**src/hw/rtl/arfb_pkg.sv**
```systemverilog
`timescale 1ns / 1ps
// ----------------------------------------------------------------------------
// arfb_pkg
// Shared types and constants for the translucent rectangle fill blender.
// ----------------------------------------------------------------------------
package arfb_pkg;

	localparam int COORD_W   = 16;
	localparam int COLOR_W   = 8;
	localparam int ALPHA_W   = 9;
	localparam int CFG_IDX_W = 4;
	localparam int CFG_DATA_W = 16;

	// Register indexes of the configuration port
	localparam logic [CFG_IDX_W-1:0] REG_RECT_LEFT   = 4'd0;
	localparam logic [CFG_IDX_W-1:0] REG_RECT_TOP    = 4'd1;
	localparam logic [CFG_IDX_W-1:0] REG_RECT_WIDTH  = 4'd2;
	localparam logic [CFG_IDX_W-1:0] REG_RECT_HEIGHT = 4'd3;
	localparam logic [CFG_IDX_W-1:0] REG_BLEND_ALPHA = 4'd4;
	localparam logic [CFG_IDX_W-1:0] REG_FILL_RED    = 4'd5;
	localparam logic [CFG_IDX_W-1:0] REG_FILL_GREEN  = 4'd6;
	localparam logic [CFG_IDX_W-1:0] REG_FILL_BLUE   = 4'd7;

	// Fully opaque alpha
	localparam logic [ALPHA_W-1:0] ALPHA_ONE = 9'd256;

	typedef struct packed {
		logic [COORD_W-1:0] rect_left;
		logic [COORD_W-1:0] rect_top;
		logic [COORD_W-1:0] rect_width;
		logic [COORD_W-1:0] rect_height;
		logic [ALPHA_W-1:0] blend_alpha;
		logic [COLOR_W-1:0] fill_red;
		logic [COLOR_W-1:0] fill_green;
		logic [COLOR_W-1:0] fill_blue;
	} arfb_cfg_t;

	typedef struct packed {
		logic [COORD_W-1:0] x;
		logic [COORD_W-1:0] y;
		logic               last;
	} arfb_pos_t;

	typedef struct packed {
		logic [COLOR_W-1:0] red;
		logic [COLOR_W-1:0] green;
		logic [COLOR_W-1:0] blue;
	} arfb_color_t;

	typedef struct packed {
		logic [COLOR_W-1:0] bg_red;
		logic [COLOR_W-1:0] bg_green;
		logic [COLOR_W-1:0] bg_blue;
	} arfb_bg_t;

	typedef struct packed {
		logic [COORD_W-1:0] pix_x;
		logic [COORD_W-1:0] pix_y;
		logic [COLOR_W-1:0] out_red;
		logic [COLOR_W-1:0] out_green;
		logic [COLOR_W-1:0] out_blue;
		logic               last_pixel;
	} arfb_pix_t;

endpackage

```
**src/hw/rtl/arfb_stream_if.sv**
```systemverilog
`timescale 1ns / 1ps
// ----------------------------------------------------------------------------
// arfb_stream_if
// Valid/ready stream channel carrying one payload item per handshake.
// ----------------------------------------------------------------------------
interface arfb_stream_if #(
	parameter type payload_t = logic
);
	logic     valid;
	logic     ready;
	payload_t payload;

	modport source (output valid, output payload, input ready);
	modport sink   (input valid, input payload, output ready);
endinterface

```
**src/hw/rtl/arfb_cfg.sv**
```systemverilog
`timescale 1ns / 1ps
// ----------------------------------------------------------------------------
// arfb_cfg
// Configuration register file; flags geometry writes to restart the scan.
// ----------------------------------------------------------------------------
module arfb_cfg
	import arfb_pkg::*;
(
	input  logic                  clk,
	input  logic                  arst_n,
	input  logic                  cfg_wr_en,
	input  logic [CFG_IDX_W-1:0]  cfg_index,
	input  logic [CFG_DATA_W-1:0] cfg_wdata,
	output arfb_cfg_t             cfg,
	output logic                  restart
);

	arfb_cfg_t cfg_q;

	always_ff @(posedge clk or negedge arst_n) begin
		if (!arst_n) begin
			cfg_q.rect_left   <= '0;
			cfg_q.rect_top    <= '0;
			cfg_q.rect_width  <= COORD_W'(1);
			cfg_q.rect_height <= COORD_W'(1);
			cfg_q.blend_alpha <= ALPHA_ONE;
			cfg_q.fill_red    <= '0;
			cfg_q.fill_green  <= '0;
			cfg_q.fill_blue   <= '0;
		end else if (cfg_wr_en) begin
			unique case (cfg_index)
				REG_RECT_LEFT:   cfg_q.rect_left   <= cfg_wdata[COORD_W-1:0];
				REG_RECT_TOP:    cfg_q.rect_top    <= cfg_wdata[COORD_W-1:0];
				REG_RECT_WIDTH:  cfg_q.rect_width  <= cfg_wdata[COORD_W-1:0];
				REG_RECT_HEIGHT: cfg_q.rect_height <= cfg_wdata[COORD_W-1:0];
				REG_BLEND_ALPHA: cfg_q.blend_alpha <= cfg_wdata[ALPHA_W-1:0];
				REG_FILL_RED:    cfg_q.fill_red    <= cfg_wdata[COLOR_W-1:0];
				REG_FILL_GREEN:  cfg_q.fill_green  <= cfg_wdata[COLOR_W-1:0];
				REG_FILL_BLUE:   cfg_q.fill_blue   <= cfg_wdata[COLOR_W-1:0];
				default: ;
			endcase
		end
	end

	// Geometry change sends the scan back to the origin
	always_comb begin
		restart = 1'b0;
		if (cfg_wr_en) begin
			case (cfg_index) inside
				REG_RECT_LEFT, REG_RECT_TOP, REG_RECT_WIDTH, REG_RECT_HEIGHT:
					restart = 1'b1;
				default:
					restart = 1'b0;
			endcase
		end
	end

	assign cfg = cfg_q;

endmodule

```
**src/hw/rtl/arfb_scan.sv**
```systemverilog
`timescale 1ns / 1ps
// ----------------------------------------------------------------------------
// arfb_scan
// Column-major position counters for the rectangle scan.
// ----------------------------------------------------------------------------
module arfb_scan
	import arfb_pkg::*;
(
	input  logic      clk,
	input  logic      arst_n,
	input  arfb_cfg_t cfg,
	input  logic      restart,
	input  logic      step,
	output arfb_pos_t pos
);

	logic [COORD_W-1:0] col_q;
	logic [COORD_W-1:0] row_q;
	logic [COORD_W:0]   col_inc;
	logic [COORD_W:0]   row_inc;
	logic               last_col;
	logic               last_row;

	assign col_inc  = {1'b0, col_q} + (COORD_W+1)'(1);
	assign row_inc  = {1'b0, row_q} + (COORD_W+1)'(1);
	assign last_col = col_inc >= {1'b0, cfg.rect_width};
	assign last_row = row_inc >= {1'b0, cfg.rect_height};

	always_ff @(posedge clk or negedge arst_n) begin
		if (!arst_n) begin
			col_q <= '0;
			row_q <= '0;
		end else if (restart) begin
			col_q <= '0;
			row_q <= '0;
		end else if (step) begin
			if (last_row) begin
				row_q <= '0;
				col_q <= last_col ? '0 : col_inc[COORD_W-1:0];
			end else begin
				row_q <= row_inc[COORD_W-1:0];
			end
		end
	end

	assign pos.x    = cfg.rect_left + col_q;
	assign pos.y    = cfg.rect_top + row_q;
	assign pos.last = last_row & last_col;

endmodule

```
**src/hw/rtl/arfb_mix.sv**
```systemverilog
`timescale 1ns / 1ps
// ----------------------------------------------------------------------------
// arfb_mix
// Per-channel alpha blend of the fill color over a background pixel.
// ----------------------------------------------------------------------------
module arfb_mix
	import arfb_pkg::*;
(
	input  arfb_cfg_t   cfg,
	input  arfb_bg_t    bg,
	output arfb_color_t color
);

	logic [ALPHA_W-1:0] alpha;
	logic [ALPHA_W-1:0] alpha_inv;

	function automatic logic [COLOR_W-1:0] mix_channel(
		input logic [ALPHA_W-1:0] a,
		input logic [ALPHA_W-1:0] a_inv,
		input logic [COLOR_W-1:0] fg,
		input logic [COLOR_W-1:0] bk
	);
		logic [ALPHA_W+COLOR_W-1:0] sum;
		sum = a * fg + a_inv * bk;
		return sum[ALPHA_W+COLOR_W-2 -: COLOR_W];
	endfunction

	// Saturate anything above opaque
	assign alpha     = (cfg.blend_alpha > ALPHA_ONE) ? ALPHA_ONE : cfg.blend_alpha;
	assign alpha_inv = ALPHA_ONE - alpha;

	assign color.red   = mix_channel(alpha, alpha_inv, cfg.fill_red, bg.bg_red);
	assign color.green = mix_channel(alpha, alpha_inv, cfg.fill_green, bg.bg_green);
	assign color.blue  = mix_channel(alpha, alpha_inv, cfg.fill_blue, bg.bg_blue);

endmodule

```
**src/hw/rtl/alpha_rect_fill_blender.sv**
```systemverilog
`timescale 1ns / 1ps
// ----------------------------------------------------------------------------
// alpha_rect_fill_blender
// Translucent rectangle fill over a streamed background picture.
// ----------------------------------------------------------------------------
// Usage:
//   bg  (sink)   : one background pixel per item, in column-major order of
//                  the rectangle (x outer, y inner).
//   pix (source) : one blended pixel per item with its x/y position and a
//                  last_pixel flag on the final pixel of the rectangle.
//   cfg port     : cfg_wr_en/cfg_index/cfg_wdata write the registers; write
//                  only while no item is in flight. Geometry writes restart
//                  the scan at the origin.
// An item taken on bg is registered in the input stage, which holds the pixel
// and its position, and then in the result stage, which holds the blended
// color and drives pix.valid.
// One item per clock while pix.ready holds: both stages advance together, so
// bg stays ready while the result stage drains into a ready receiver.
// With width or height zero, items are consumed and produce nothing.
// Reset clears the valid flags and scan counters and loads the register
// defaults (1x1 rectangle at the origin, opaque black).
// A stalled receiver holds the result stage; the input stage fills and then
// bg.ready drops until pix.ready returns.
// ----------------------------------------------------------------------------
module alpha_rect_fill_blender
	import arfb_pkg::*;
(
	input  logic                  clk,
	input  logic                  arst_n,
	arfb_stream_if.sink           bg,
	arfb_stream_if.source         pix,
	input  logic                  cfg_wr_en,
	input  logic [CFG_IDX_W-1:0]  cfg_index,
	input  logic [CFG_DATA_W-1:0] cfg_wdata
);

	arfb_cfg_t   cfg;
	logic        restart;
	arfb_pos_t   pos;
	arfb_color_t color;

	logic        bg_accept;
	logic        rect_empty;
	logic        adv_s2;
	logic        adv_s1;

	logic        valid_s1;
	arfb_bg_t    bg_s1;
	arfb_pos_t   pos_s1;

	logic        valid_s2;
	arfb_pix_t   pix_s2;

	arfb_cfg u_cfg (
		.clk       (clk),
		.arst_n    (arst_n),
		.cfg_wr_en (cfg_wr_en),
		.cfg_index (cfg_index),
		.cfg_wdata (cfg_wdata),
		.cfg       (cfg),
		.restart   (restart)
	);

	// Empty rectangle: accept the item, drop it, leave the scan alone
	assign rect_empty = (cfg.rect_width == '0) || (cfg.rect_height == '0);

	// Result stage frees up when empty or being taken this cycle
	assign adv_s2    = !valid_s2 || pix.ready;
	assign adv_s1    = !valid_s1 || adv_s2;
	assign bg.ready  = adv_s1;
	assign bg_accept = bg.valid && bg.ready;

	arfb_scan u_scan (
		.clk     (clk),
		.arst_n  (arst_n),
		.cfg     (cfg),
		.restart (restart),
		.step    (bg_accept && !rect_empty),
		.pos     (pos)
	);

	// Input stage: capture the background pixel with its position
	always_ff @(posedge clk or negedge arst_n) begin
		if (!arst_n) begin
			valid_s1 <= 1'b0;
		end else if (adv_s1) begin
			valid_s1 <= bg_accept && !rect_empty;
		end
	end

	always_ff @(posedge clk) begin
		if (bg_accept) begin
			bg_s1  <= bg.payload;
			pos_s1 <= pos;
		end
	end

	arfb_mix u_mix (
		.cfg   (cfg),
		.bg    (bg_s1),
		.color (color)
	);

	// Result stage: hold the blended pixel until the receiver takes it
	always_ff @(posedge clk or negedge arst_n) begin
		if (!arst_n) begin
			valid_s2 <= 1'b0;
		end else if (adv_s2) begin
			valid_s2 <= valid_s1;
		end
	end

	always_ff @(posedge clk) begin
		if (adv_s2 && valid_s1) begin
			pix_s2.pix_x      <= pos_s1.x;
			pix_s2.pix_y      <= pos_s1.y;
			pix_s2.out_red    <= color.red;
			pix_s2.out_green  <= color.green;
			pix_s2.out_blue   <= color.blue;
			pix_s2.last_pixel <= pos_s1.last;
		end
	end

	assign pix.valid   = valid_s2;
	assign pix.payload = pix_s2;

endmodule

```
**src/flat_wrapper.sv**
```systemverilog
// flat-port wrapper written by rule: the top's interface ports become plain ports
module alpha_rect_fill_blender_flat import arfb_pkg::*;
  (clk, arst_n, cfg_wr_en, cfg_index, cfg_wdata, bg_valid, bg_payload, bg_ready, pix_valid, pix_payload, pix_ready);
  arfb_stream_if #(.payload_t(arfb_bg_t)) bg_i ();
  arfb_stream_if #(.payload_t(arfb_pix_t)) pix_i ();
  input  logic clk;
  input  logic arst_n;
  input  logic cfg_wr_en;
  input  logic [CFG_IDX_W-1:0] cfg_index;
  input  logic [CFG_DATA_W-1:0] cfg_wdata;
  input wire logic [$bits(bg_i.valid)-1:0] bg_valid;
  input wire logic [$bits(bg_i.payload)-1:0] bg_payload;
  output wire logic [$bits(bg_i.ready)-1:0] bg_ready;
  output wire logic [$bits(pix_i.valid)-1:0] pix_valid;
  output wire logic [$bits(pix_i.payload)-1:0] pix_payload;
  input wire logic [$bits(pix_i.ready)-1:0] pix_ready;
  assign bg_i.valid = bg_valid;
  assign bg_i.payload = bg_payload;
  assign bg_ready = bg_i.ready;
  assign pix_valid = pix_i.valid;
  assign pix_payload = pix_i.payload;
  assign pix_i.ready = pix_ready;
  alpha_rect_fill_blender u_core (.clk(clk), .arst_n(arst_n), .bg(bg_i), .pix(pix_i), .cfg_wr_en(cfg_wr_en), .cfg_index(cfg_index), .cfg_wdata(cfg_wdata));
endmodule
```
**config.mk**
```make
export PLATFORM = sky130hd
export DESIGN_NAME = alpha_rect_fill_blender_flat
export DESIGN_NICKNAME = d
export VERILOG_FILES = /design/src/hw/rtl/arfb_pkg.sv /design/src/hw/rtl/arfb_stream_if.sv /design/src/hw/rtl/arfb_cfg.sv /design/src/hw/rtl/arfb_scan.sv /design/src/hw/rtl/arfb_mix.sv /design/src/hw/rtl/alpha_rect_fill_blender.sv /design/src/flat_wrapper.sv
export SDC_FILE = /design/constraint.sdc
export NUM_CORES = 1
export LEC_CHECK = 0
export ABC_CLOCK_PERIOD_IN_PS = 14800
export BUFFER_PORTS_ARGS = -buffer_cell sky130_fd_sc_hd__buf_2
export CAP_MARGIN = 5
export CORE_MARGIN = 2
export CORE_UTILIZATION = 46
export DETAILED_ROUTE_END_ITERATION = 6
export GPL_ROUTABILITY_DRIVEN = 0
export MAX_ROUTING_LAYER = met4
export PLACE_DENSITY = 0.7
export SLEW_MARGIN = 5
export SYNTH_ARGS = -nofsm -noshare
export SYNTH_HDL_FRONTEND = slang
export SYNTH_SLANG_ARGS = --single-unit
```
**constraint.sdc**
```tcl
create_clock -name clk -period 14.8 [get_ports clk]
set_clock_uncertainty 0.1 [all_clocks]
set_input_delay 2.96 -clock clk [delete_from_list [all_inputs] [get_ports clk]]
set_output_delay 2.96 -clock clk [all_outputs]
set_load 0.02 [all_outputs]
```
==> results of run 1 <==
-- layout by cell type, fill, tap and decap left out, drive strengths merged, types with 76 or more instances in the layout --
cell    count
mux2       82
edfxtp    114
buf       127
fa        320
ha        239
xnor2      76
nand2     274
inv       480
dfrtp     128
and2      234
-- registers in the layout, indices dropped and copies added (netlist names) --
name                 flops
u_core.valid_s1          1
u_core.bg_s1            24
u_core.u_scan.row_q     16
u_core.u_scan.col_q     16
u_core.u_cfg.cfg        97
u_core.pix.payload      57
u_core.pix.valid         1
u_core.pos_s1           33
-- worst max-delay path: cells and delay by family (launching register included) --
kind | cells | cell delay, ps
adder cells (fa/ha/maj) | 8 | 3410
AO/OA/AOI/OAI | 7 | 1190
buffers and inverters | 7 | 1040
flip-flops | 1 | 1010
AND/OR/NAND/NOR | 3 | 590
XOR/XNOR | 1 | 560
-- path summary, 6_finish.rpt --
check	startpoint	end	slack (ps)
worst max-delay path	u_core.u_cfg.cfg[32]	u_core.pix.payload[22]	6600
worst min-delay path	u_core.pos_s1[8]	u_core.pix.payload[32]	320
worst max register to register	u_core.u_cfg.cfg[32]	u_core.pix.payload[22]	6600
worst min register to register	u_core.pos_s1[8]	u_core.pix.payload[32]	320
max in group asynchronous	arst_n	u_core.u_cfg.cfg[8]	10810
min in group asynchronous	arst_n	u_core.pix.valid	2240
-- kinds of logic after synthesis --
family	after synthesis	synth area share, %
multiplexers	82	3.67
flip-flops	245	26.7
adder cells (fa/ha/maj)	559	37.4
AO/OA/AOI/OAI	209	5.47
AND/OR/NAND/NOR	714	14.6
XOR/XNOR	102	3.55
buffers and inverters	573	8.67
-- routing by layer --
metal / GRT usage (%) / up-vias / share of wire, %
li1: - / 7973 / -
met1: 28.1 / 8851 / 42
met2: 36.9 / 465 / 49
met3: 3.10 / 116 / 5.2
met4: 7.41 / 0 / 3.6
met5: - / - / 0
-- cell usage after synthesis, drive strengths merged, types with 11 or more instances --
master,n,area (um2)
inv,479,1800
fa,320,6410
nand2,274,1030
ha,239,2990
and2,234,1470
dfrtp,128,3200
edfxtp,114,3420
mux2,82,923
xnor2,76,666
clkbuf,61,230
nor2,52,203
a21oi,51,255
o21ai,51,255
nand3,38,195
buf,33,151
xor2,26,228
nor3,24,125
o21a,20,151
and3,15,93.8
a31oi,14,87.6
a21o,13,97.6
or3,13,96.3
nor2b,12,75.1
nand2b,11,68.8
nand4,11,68.8
nor4,11,75.1
-- stage by stage --
step / std cells / instance area, um2
2_1_floorplan: 2484 / 25100
5_1_grt: 3270 / 27300
4_1_cts: 3269 / 27300
3_5_place_dp: 3213 / 26400
3_3_place_gp: 3213 / 26400
6_report: 3270 / 27300
-- area by class of cell --
type	instances	area share (%)
well taps	696	3.19
diodes	1	0.00915
multi-input cells	1666	59.6
repair buffers	127	2.52
inverters	479	6.58
clock inverters	8	0.256
flip-flops and latches	245	24.5
clock buffers	48	3.34
==> results.md, run 1 <==
- Status: finished, final reports clean
- Core area: approximately 54,000 um2
- Synthesized cell area: 25,100 um2
- Relative slew slack: between 10% and 20%
- Fin crit share: between 50% and 60%
- Seq/Total Area, Yosys: 26.7%
- Max FO, Critical Path: 46
- DR pass1 iterations: 6
- Unique masters post-synth: 69
- Fin. Hold Viols: 0
- Synthesized Nets: around 3,000
- Seq. cell area: 6710 um2
- Hold WC Path Type: flop to flop
- F_max: roughly 120 MHz
- Routed wire length: ~58,000 um
- Die area: around 57,000 um2
- Die height: 238 um
- Total congestion overflow: 0
- Die X: 238 um
- Synthesized instance count: between 2,000 and 2,500
- Share of cells above drive strength 1: approximately 11%
- Max Buffers Root-to-Sink: 3
- H-tree Lvls: 1
- Synthesized area per cell: 10.1 um2
- Setup slack at placement: 6670 ps
- CTS Root Buffer Type: clkbuf_16
- Final Max Slew Viols: 0
- PortBufs: between 100 and 150
- Worst hold slack: between 300 and 400 ps
- Worst-path clk slew: about 60 ps
- Fillers: ~4,800
- Worst setup path category: flop to flop
- Vias in the first global route: around 19,000
- Final ANT Viol Nets: 0
- Area taken by multi-input logic gates: approximately 16,000 um2
- First-pass GRT wire length: roughly 100,000 um
- Final core utilization: about half
- Clock Latency Late Sink: 610 ps
- Crit path capture type: flop
- CP arrival: roughly 8400 ps
- FP Rows: 85
- Max-cap violations: 0
- TNS Setup: 0 ps
- Postcts setup bufs: 0
- Initial Util: 46.6%
- Syn. warnings: 0
- Hold Path Depth: 0
- Most used DFF post-synth: dfrtp_1
- Reg2Reg Depth: 26
- Worst Tran Pin Value: about 1200 ps
- Initial antenna violation count: 1
- Avg WL per Cell: ~18 um
- DRT iter0 DRCs: 1,021
- Post-synth EDFFs: roughly 110
- Worst path slowest cell: dfstp_2
- Largest net degree at the start of global routing: roughly 90
- Crit-path most repeated cell: fa_1
- Critical path launch point type: flop
- Req. time, crit path: ~15,000 ps
- Num ports: around 110
- Remaining DRCs: 0
- Setup violators final: 0
- Async set-reset flop share out of synthesis: approximately 53%
- Post-cts hold buffer count: 0
- FF+latch count, synth: about 250
- CTS tree: built
- Max stage delay on crit path: ~1000 ps
- RSZ-0062 raised after global routing: false
- Vias post-DR: about 17,000
- Total global-route track usage: ~22%
- Cts bufs inserted: 30
- Synthesis-to-layout area growth: 8.78%
- CTS resizes: 0
- Clock Sinks: approximately 250
- Post-DP HPWL: about 44,000 um
- Nets: between 3,000 and 4,000
- Final setup margin: approximately 6600 ps
- Via/cell ratio: ~5.3
- Final critical path time including I/O delays and setup: about 8200 ps
Power of run 1 is left out: the tool's default activity adds up to more than one toggle a clock period on the data nets, which glitch-free logic cannot reach.
==> run 2, diff against run 1 <==
--- a/config.mk
+++ b/config.mk
@@ -5,7 +5,8 @@
 export SDC_FILE = /design/constraint.sdc
 export NUM_CORES = 1
 export LEC_CHECK = 0
-export ABC_CLOCK_PERIOD_IN_PS = 14800
+export ABC_AREA = 1
+export ABC_CLOCK_PERIOD_IN_PS = 8600
 export BUFFER_PORTS_ARGS = -buffer_cell sky130_fd_sc_hd__buf_2
 export CAP_MARGIN = 5
 export CORE_MARGIN = 2
==> constraint.sdc (replaced) <==
create_clock -name clk -period 8.6 [get_ports clk]
set_clock_uncertainty 0.1 [all_clocks]
set_input_delay 1.72 -clock clk [delete_from_list [all_inputs] [get_ports clk]]
set_output_delay 1.72 -clock clk [all_outputs]
set_load 0.02 [all_outputs]
==> run 2 against run 1 <==
Against the previous run: utilization is 0.20 points higher; die area is 2.4% higher; fmax is 2.5% higher; critical path type unchanged; critical endpoint is now u_core.pix.payload[21]; largest cell class unchanged.
==> results.md, run 2 <==
- Final Max Slew Viols: 0
- Fin crit share: between 90 and 100%
- CP arrival: a little over 8000 ps
- Most frequent cells in the layout: inv_1, nand2_1, fa_1, nor2_1, ha_1
- Via/cell ratio: 5.09
- Status: finished, final reports clean
- Initial antenna violation count: 2
- Fillers: ~5,100
- TNS Setup: 0 ps
- First-pass GRT wire length: 108,000 um
- Num ports: about 110
- CTS Root Buffer Type: clkbuf_16
- DR pass1 iterations: 6
- Most common cell in the netlist: inv_1
- Nets: around 3,700
- Worst hold slack: roughly 320 ps
- CTS resizes: 0
- RSZ-0062 raised after global routing: false
- Post-cts hold buffer count: 0
- Die area: slightly below 60,000 um2
- Most frequent cells after synthesis: inv_1, nand2_1, fa_1
- Unique masters post-synth: about 50
- Final critical path time including I/O delays and setup: roughly 8000 ps
- Core area: 55,200 um2
- Die height: roughly 240 um
- Postcts setup bufs: 0
- Worst path slowest cell: dfrtp_1
- Crit-path most repeated cell: fa_1
- FP Rows: 86
- Setup violators final: 0
- Async set-reset flop share out of synthesis: 53.5%
- Critical path launch point type: flop
- Most used DFF post-synth: dfrtp_1
- Largest net degree at the start of global routing: between 70 and 80
- Vias post-DR: approximately 20,000
- Largest cells by area after synthesis: fa_1, edfxtp_1, dfrtp_1
- CTS tree: built
- DRT iter0 DRCs: between 1,500 and 2,000
- Post-DP HPWL: approximately 51,000 um
- Vias in the first global route: a little over 20,000
- Hold WC Path Type: flop to flop
- Fin. Hold Viols: 0
- Post-synth EDFFs: 114
- Req. time, crit path: 8870 ps
- Seq/Total Area, Yosys: between 20% and 30%
- Share of cells above drive strength 1: between 7 and 8%
- Yosys top cell area share: between 20% and 30%
- Routed wire length: about 66,000 um
- Initial Util: a little under half
- Worst Tran Pin Value: approximately 1100 ps
- Setup slack at placement: between 800 and 900 ps
- Synthesized instance count: about 3,000
- Relative slew slack: between 20% and 30%
- Syn. warnings: 0
- Cts bufs inserted: 30
- Clock Sinks: approximately 250
- Placed Cells: between 3,000 and 4,000
- Clock Latency Late Sink: roughly 620 ps
- FF+latch count, synth: between 200 and 250
- Max FO, Critical Path: 36
- Total global-route track usage: between 20% and 30%
- Synthesized Nets: about 3,600
- Max-cap violations: 0
- Final ANT Viol Nets: 0
- Hold Path Depth: 0
- Final setup margin: about 610 ps
- Crit path capture type: flop
- Reg2Reg Depth: 24
- Die X: between 200 and 250 um
- Max Buffers Root-to-Sink: 3
- Synthesized cell area: ~26,000 um2
- Most common cell after layout, fill and taps aside: inv_1
- H-tree Lvls: 1
- Max stage delay on crit path: roughly 530 ps
- Synthesized area per cell: between 8 and 9 um2
- Remaining DRCs: 0
- PortBufs: roughly 110
- Crit-path cells: nor2_1 > nand2_1 > o21ai_2 > nand2_4 > ha_1 > or2_2 > nand2_1 > inv_1 > nand2_1 > fa_1 > fa_1 > inv_1 > fa_1 > fa_1 > fa_1 > inv_1 > fa_1 > inv_1 > ha_1 > a21oi_1 > o21ai_0 > a311oi_1 > nand2_1 > xor2_1
- Area leader, netlist: fa_1
- Total congestion overflow: 0
- Worst setup path category: flop to flop
- Avg WL per Cell: 17.1 um
- Synthesis-to-layout area growth: 9.15%
- Seq. cell area: 6710 um2
- F_max: 125 MHz
- Final cell count without fillers: 3,889
- Max reg flops: 97
- Area taken by multi-input logic gates: around 16,000 um2
- Worst-path clk slew: ~70 ps
-- run 2: changes by cell type in the layout (fill, tap and decap cells not counted), sizes merged, moves of 19 or more --
cell and delta:
inv +226, nand3 +78, o21a -19, xnor2 -57
a21oi +21, nand2 +375, xor2 +30, nand4 +25
nor2 +241, and2 -234, mux2 -82, o21ai +80
-- run 2: worst paths after layout --
path	slack, ps	start	to
worst max-delay path	610	u_core.u_cfg.cfg[24]	u_core.pix.payload[21]
worst min-delay path	320	u_core.pos_s1[3]	u_core.pix.payload[27]
worst max register to register	610	u_core.u_cfg.cfg[24]	u_core.pix.payload[21]
worst min register to register	320	u_core.pos_s1[3]	u_core.pix.payload[27]
max in group asynchronous	6050	arst_n	u_core.u_cfg.cfg[83]
min in group asynchronous	1050	arst_n	u_core.u_scan.col_q[13]
-- run 2: metal layers --
metal  track usage (%)  part of all wire [%]  vias to the layer above
li1                  -                     -                     9427
met4              8.36                   3.9                        0
met2              39.8                    46                      698
met1              32.2                    42                     9535
met3              3.64                   7.3                      148
met5                 -                     0                        -
-- run 2: stage by stage --
step           utilization [%]  instance area, um2
3_3_place_gp              48.9               27000
5_1_grt                   50.9               28100
3_5_place_dp              48.9               27000
4_1_cts                   50.9               28100
2_1_floorplan                -               25700
6_report                  50.9               28100
-- run 2: critical path, delay by kind of cell, from the launching register on --
| family | cells | cell delay, ps |
|---|---|---|
| simple gates | 7 | 1780 |
| buf+inv | 4 | 600 |
| xor+xnor | 1 | 150 |
| flops | 1 | 530 |
| compound gates | 4 | 1040 |
| fa+ha+maj | 8 | 3530 |
-- run 2: cell type report --
type,count,share of cell area (%)
Antenna cell,2,0.0178
Multi-Input combinational cell,2012,57.2
Clock buffer,46,3.37
Inverter,705,9.42
Sequential cell,245,23.9
Clock inverter,10,0.476
Timing Repair Buffer,121,2.30
Tap cell,748,3.33
-- run 2: cells by family after synthesis --
| kind of cell | count (synthesis) | synth area share (%) |
|---|---|---|
| AOI/OAI and AO/OA | 244 | 5.20 |
| xor gates and xnor gates | 75 | 2.55 |
| adders and majority gates | 559 | 36.5 |
| buffers and inverters | 776 | 11.6 |
| DFF | 245 | 26.0 |
| and+or+nand+nor | 1134 | 18.2 |
Power of run 2 is left out for the same reason.
==> run 3, diff against run 2 <==
--- a/config.mk
+++ b/config.mk
@@ -5,7 +5,7 @@
 export SDC_FILE = /design/constraint.sdc
 export NUM_CORES = 1
 export LEC_CHECK = 0
-export ABC_AREA = 1
+export ABC_AREA = 0
 export ABC_CLOCK_PERIOD_IN_PS = 8600
 export BUFFER_PORTS_ARGS = -buffer_cell sky130_fd_sc_hd__buf_2
 export CAP_MARGIN = 5
==> run 3 against run 2 <==
Against the previous run: sequential share of layout area increased by 0.58 points; register-to-register slack improved by 300 ps; critical path depth increased by 1; clock-buffer cell count increased by 4.
==> results.md, run 3 (same netlist as run 1, synthesis figures left out) <==
- Status: finished, final reports clean
- DR pass1 iterations: 5
- Worst path slowest cell: nor2b_1
- Most frequent cells in the layout: inv_1, fa_1, nand2_1, ha_1, and2_1
- Post-cts hold buffer count: 0
- Reg-to-reg startpoint: u_core.u_cfg.cfg[32]
- Post-DP HPWL: 44,100 um
- CTS tree: built
- Max stage delay on crit path: 790 ps
- Nets: 3,161
- R2r setup slk: 910 ps
- Final ANT Viol Nets: 0
- Num ports: roughly 110
- Final Max Slew Viols: 0
- Hold Path Depth: 0
- TNS Setup: 0 ps
- Initial antenna violation count: 1
- Synthesis-to-layout area growth: 9.17%
- Share of cells above drive strength 1: between 10% and 20%
- Avg WL per Cell: 17.8 um
- CP arrival: approximately 8000 ps
- Remaining DRCs: 0
- Vias in the first global route: between 15,000 and 20,000
- CTS Root Buffer Type: clkbuf_16
- Final critical path time including I/O delays and setup: 7690 ps
- Die height: roughly 240 um
- PortBufs: roughly 110
- Worst-path clk slew: ~60 ps
- Reg2Reg Depth: 25
- RSZ-0062 raised after global routing: false
- Fin. Hold Viols: 0
- Req. time, crit path: between 8000 and 9000 ps
- DRT iter0 DRCs: between 1,000 and 1,500
- Worst setup path category: flop to flop
- CTS resizes: 0
- Hold WC Path Type: flop to flop
- Relative slew slack: around 27%
- Largest net degree at the start of global routing: slightly below 70
- Total congestion overflow: 0
- Vias post-DR: between 15,000 and 20,000
- Max-cap violations: 0
- Cts bufs inserted: 31
- FP Rows: 85
- Setup violators final: 0
- Max FO, Critical Path: 16
- RR Endpoint: u_core.pix.payload[22]
- Clock Latency Late Sink: around 630 ps
- Critical path's top delay family: adder cells
- Core area: approximately 54,000 um2
- Worst path bufs/invs: 6
- Most common cell after layout, fill and taps aside: inv_1
- Hold path startpoint: u_core.pos_s1[1]
- First-pass GRT wire length: 96,000 um
- Routed wire length: around 58,000 um
- Crit path capture type: flop
- Total global-route track usage: between 20% and 30%
- Die area: about 57,000 um2
- Clock Sinks: approximately 250
- H-tree Lvls: 1
- Fillers: about 4,700
- Critical path launch point type: flop
- Via/cell ratio: between 5 and 6
- Worst Tran Pin Value: between 1000 and 1500 ps
- Max Buffers Root-to-Sink: 3
- Hold Path Sink: u_core.pix.payload[25]
- Postcts setup bufs: 0
- Max reg flops: 97
- Fin crit share: 89.4%
- F_max: between 100 and 150 MHz
- Crit-path most repeated cell: fa_1
- Die X: about 240 um
- Initial Util: 46.6%
## run 3: changes by cell type in the layout (fill, tap and decap cells not counted), sizes merged, moves of 25 or more
cell	before	now
o21ai	131	51
xnor2	19	76
nor2	293	52
mux2	0	82
nand4	36	11
inv	706	480
xor2	56	26
nand2	649	274
and2	0	234
nand3	116	38
## run 3: layout make-up
| type | instances | area [um2] | share of cell area, % |
|---|---|---|---|
| antenna | 1 | 2.50 | 0.00912 |
| clock inverter | 8 | 91.3 | 0.333 |
| multi-input combinational | 1666 | 16300 | 59.3 |
| sequential | 245 | 6710 | 24.4 |
| timing repair buffer | 130 | 711 | 2.59 |
| clock buffer | 50 | 981 | 3.58 |
| inverter | 479 | 1800 | 6.55 |
| tap | 696 | 871 | 3.17 |
## run 3: worst max path at each step
| stage | cells after the start | start | end |
|---|---|---|---|
| after floorplan | 26 | u_core.u_cfg.cfg[32] | u_core.pix.payload[6] |
| after global placement | 24 | u_core.u_cfg.cfg[32] | u_core.pix.payload[6] |
| after detailed placement | 21 | u_core.u_cfg.cfg[32] | u_core.pix.payload[8] |
| after CTS | 21 | u_core.u_cfg.cfg[32] | u_core.pix.payload[8] |
| after global routing | 23 | u_core.u_cfg.cfg[32] | u_core.pix.payload[8] |
| final | 25 | u_core.u_cfg.cfg[32] | u_core.pix.payload[22] |
## run 3: stage by stage
stage	cells	utilization, %	hold slack, ps	worst slack [ps]	cell area (um2)
2_1_floorplan	2484	-	300	1430	25100
3_3_place_gp	3216	48.9	308	1120	26400
3_5_place_dp	3216	48.9	307	945	26400
4_1_cts	3274	50.9	319	926	27400
5_1_grt	3275	50.9	319	538	27400
6_report	3275	50.9	315	909	27400
## run 3: layer usage
metal	wire length [um]	vias to the layer above	track usage [%]	share of wire [%]
met5	0	-	-	0
met4	1560	0	5.87	2.7
met3	3500	97	3.72	6.0
met2	28400	469	36.4	49
met1	24800	8793	28.1	43
li1	-	7991	-	-
Power of run 3 is left out for the same reason.
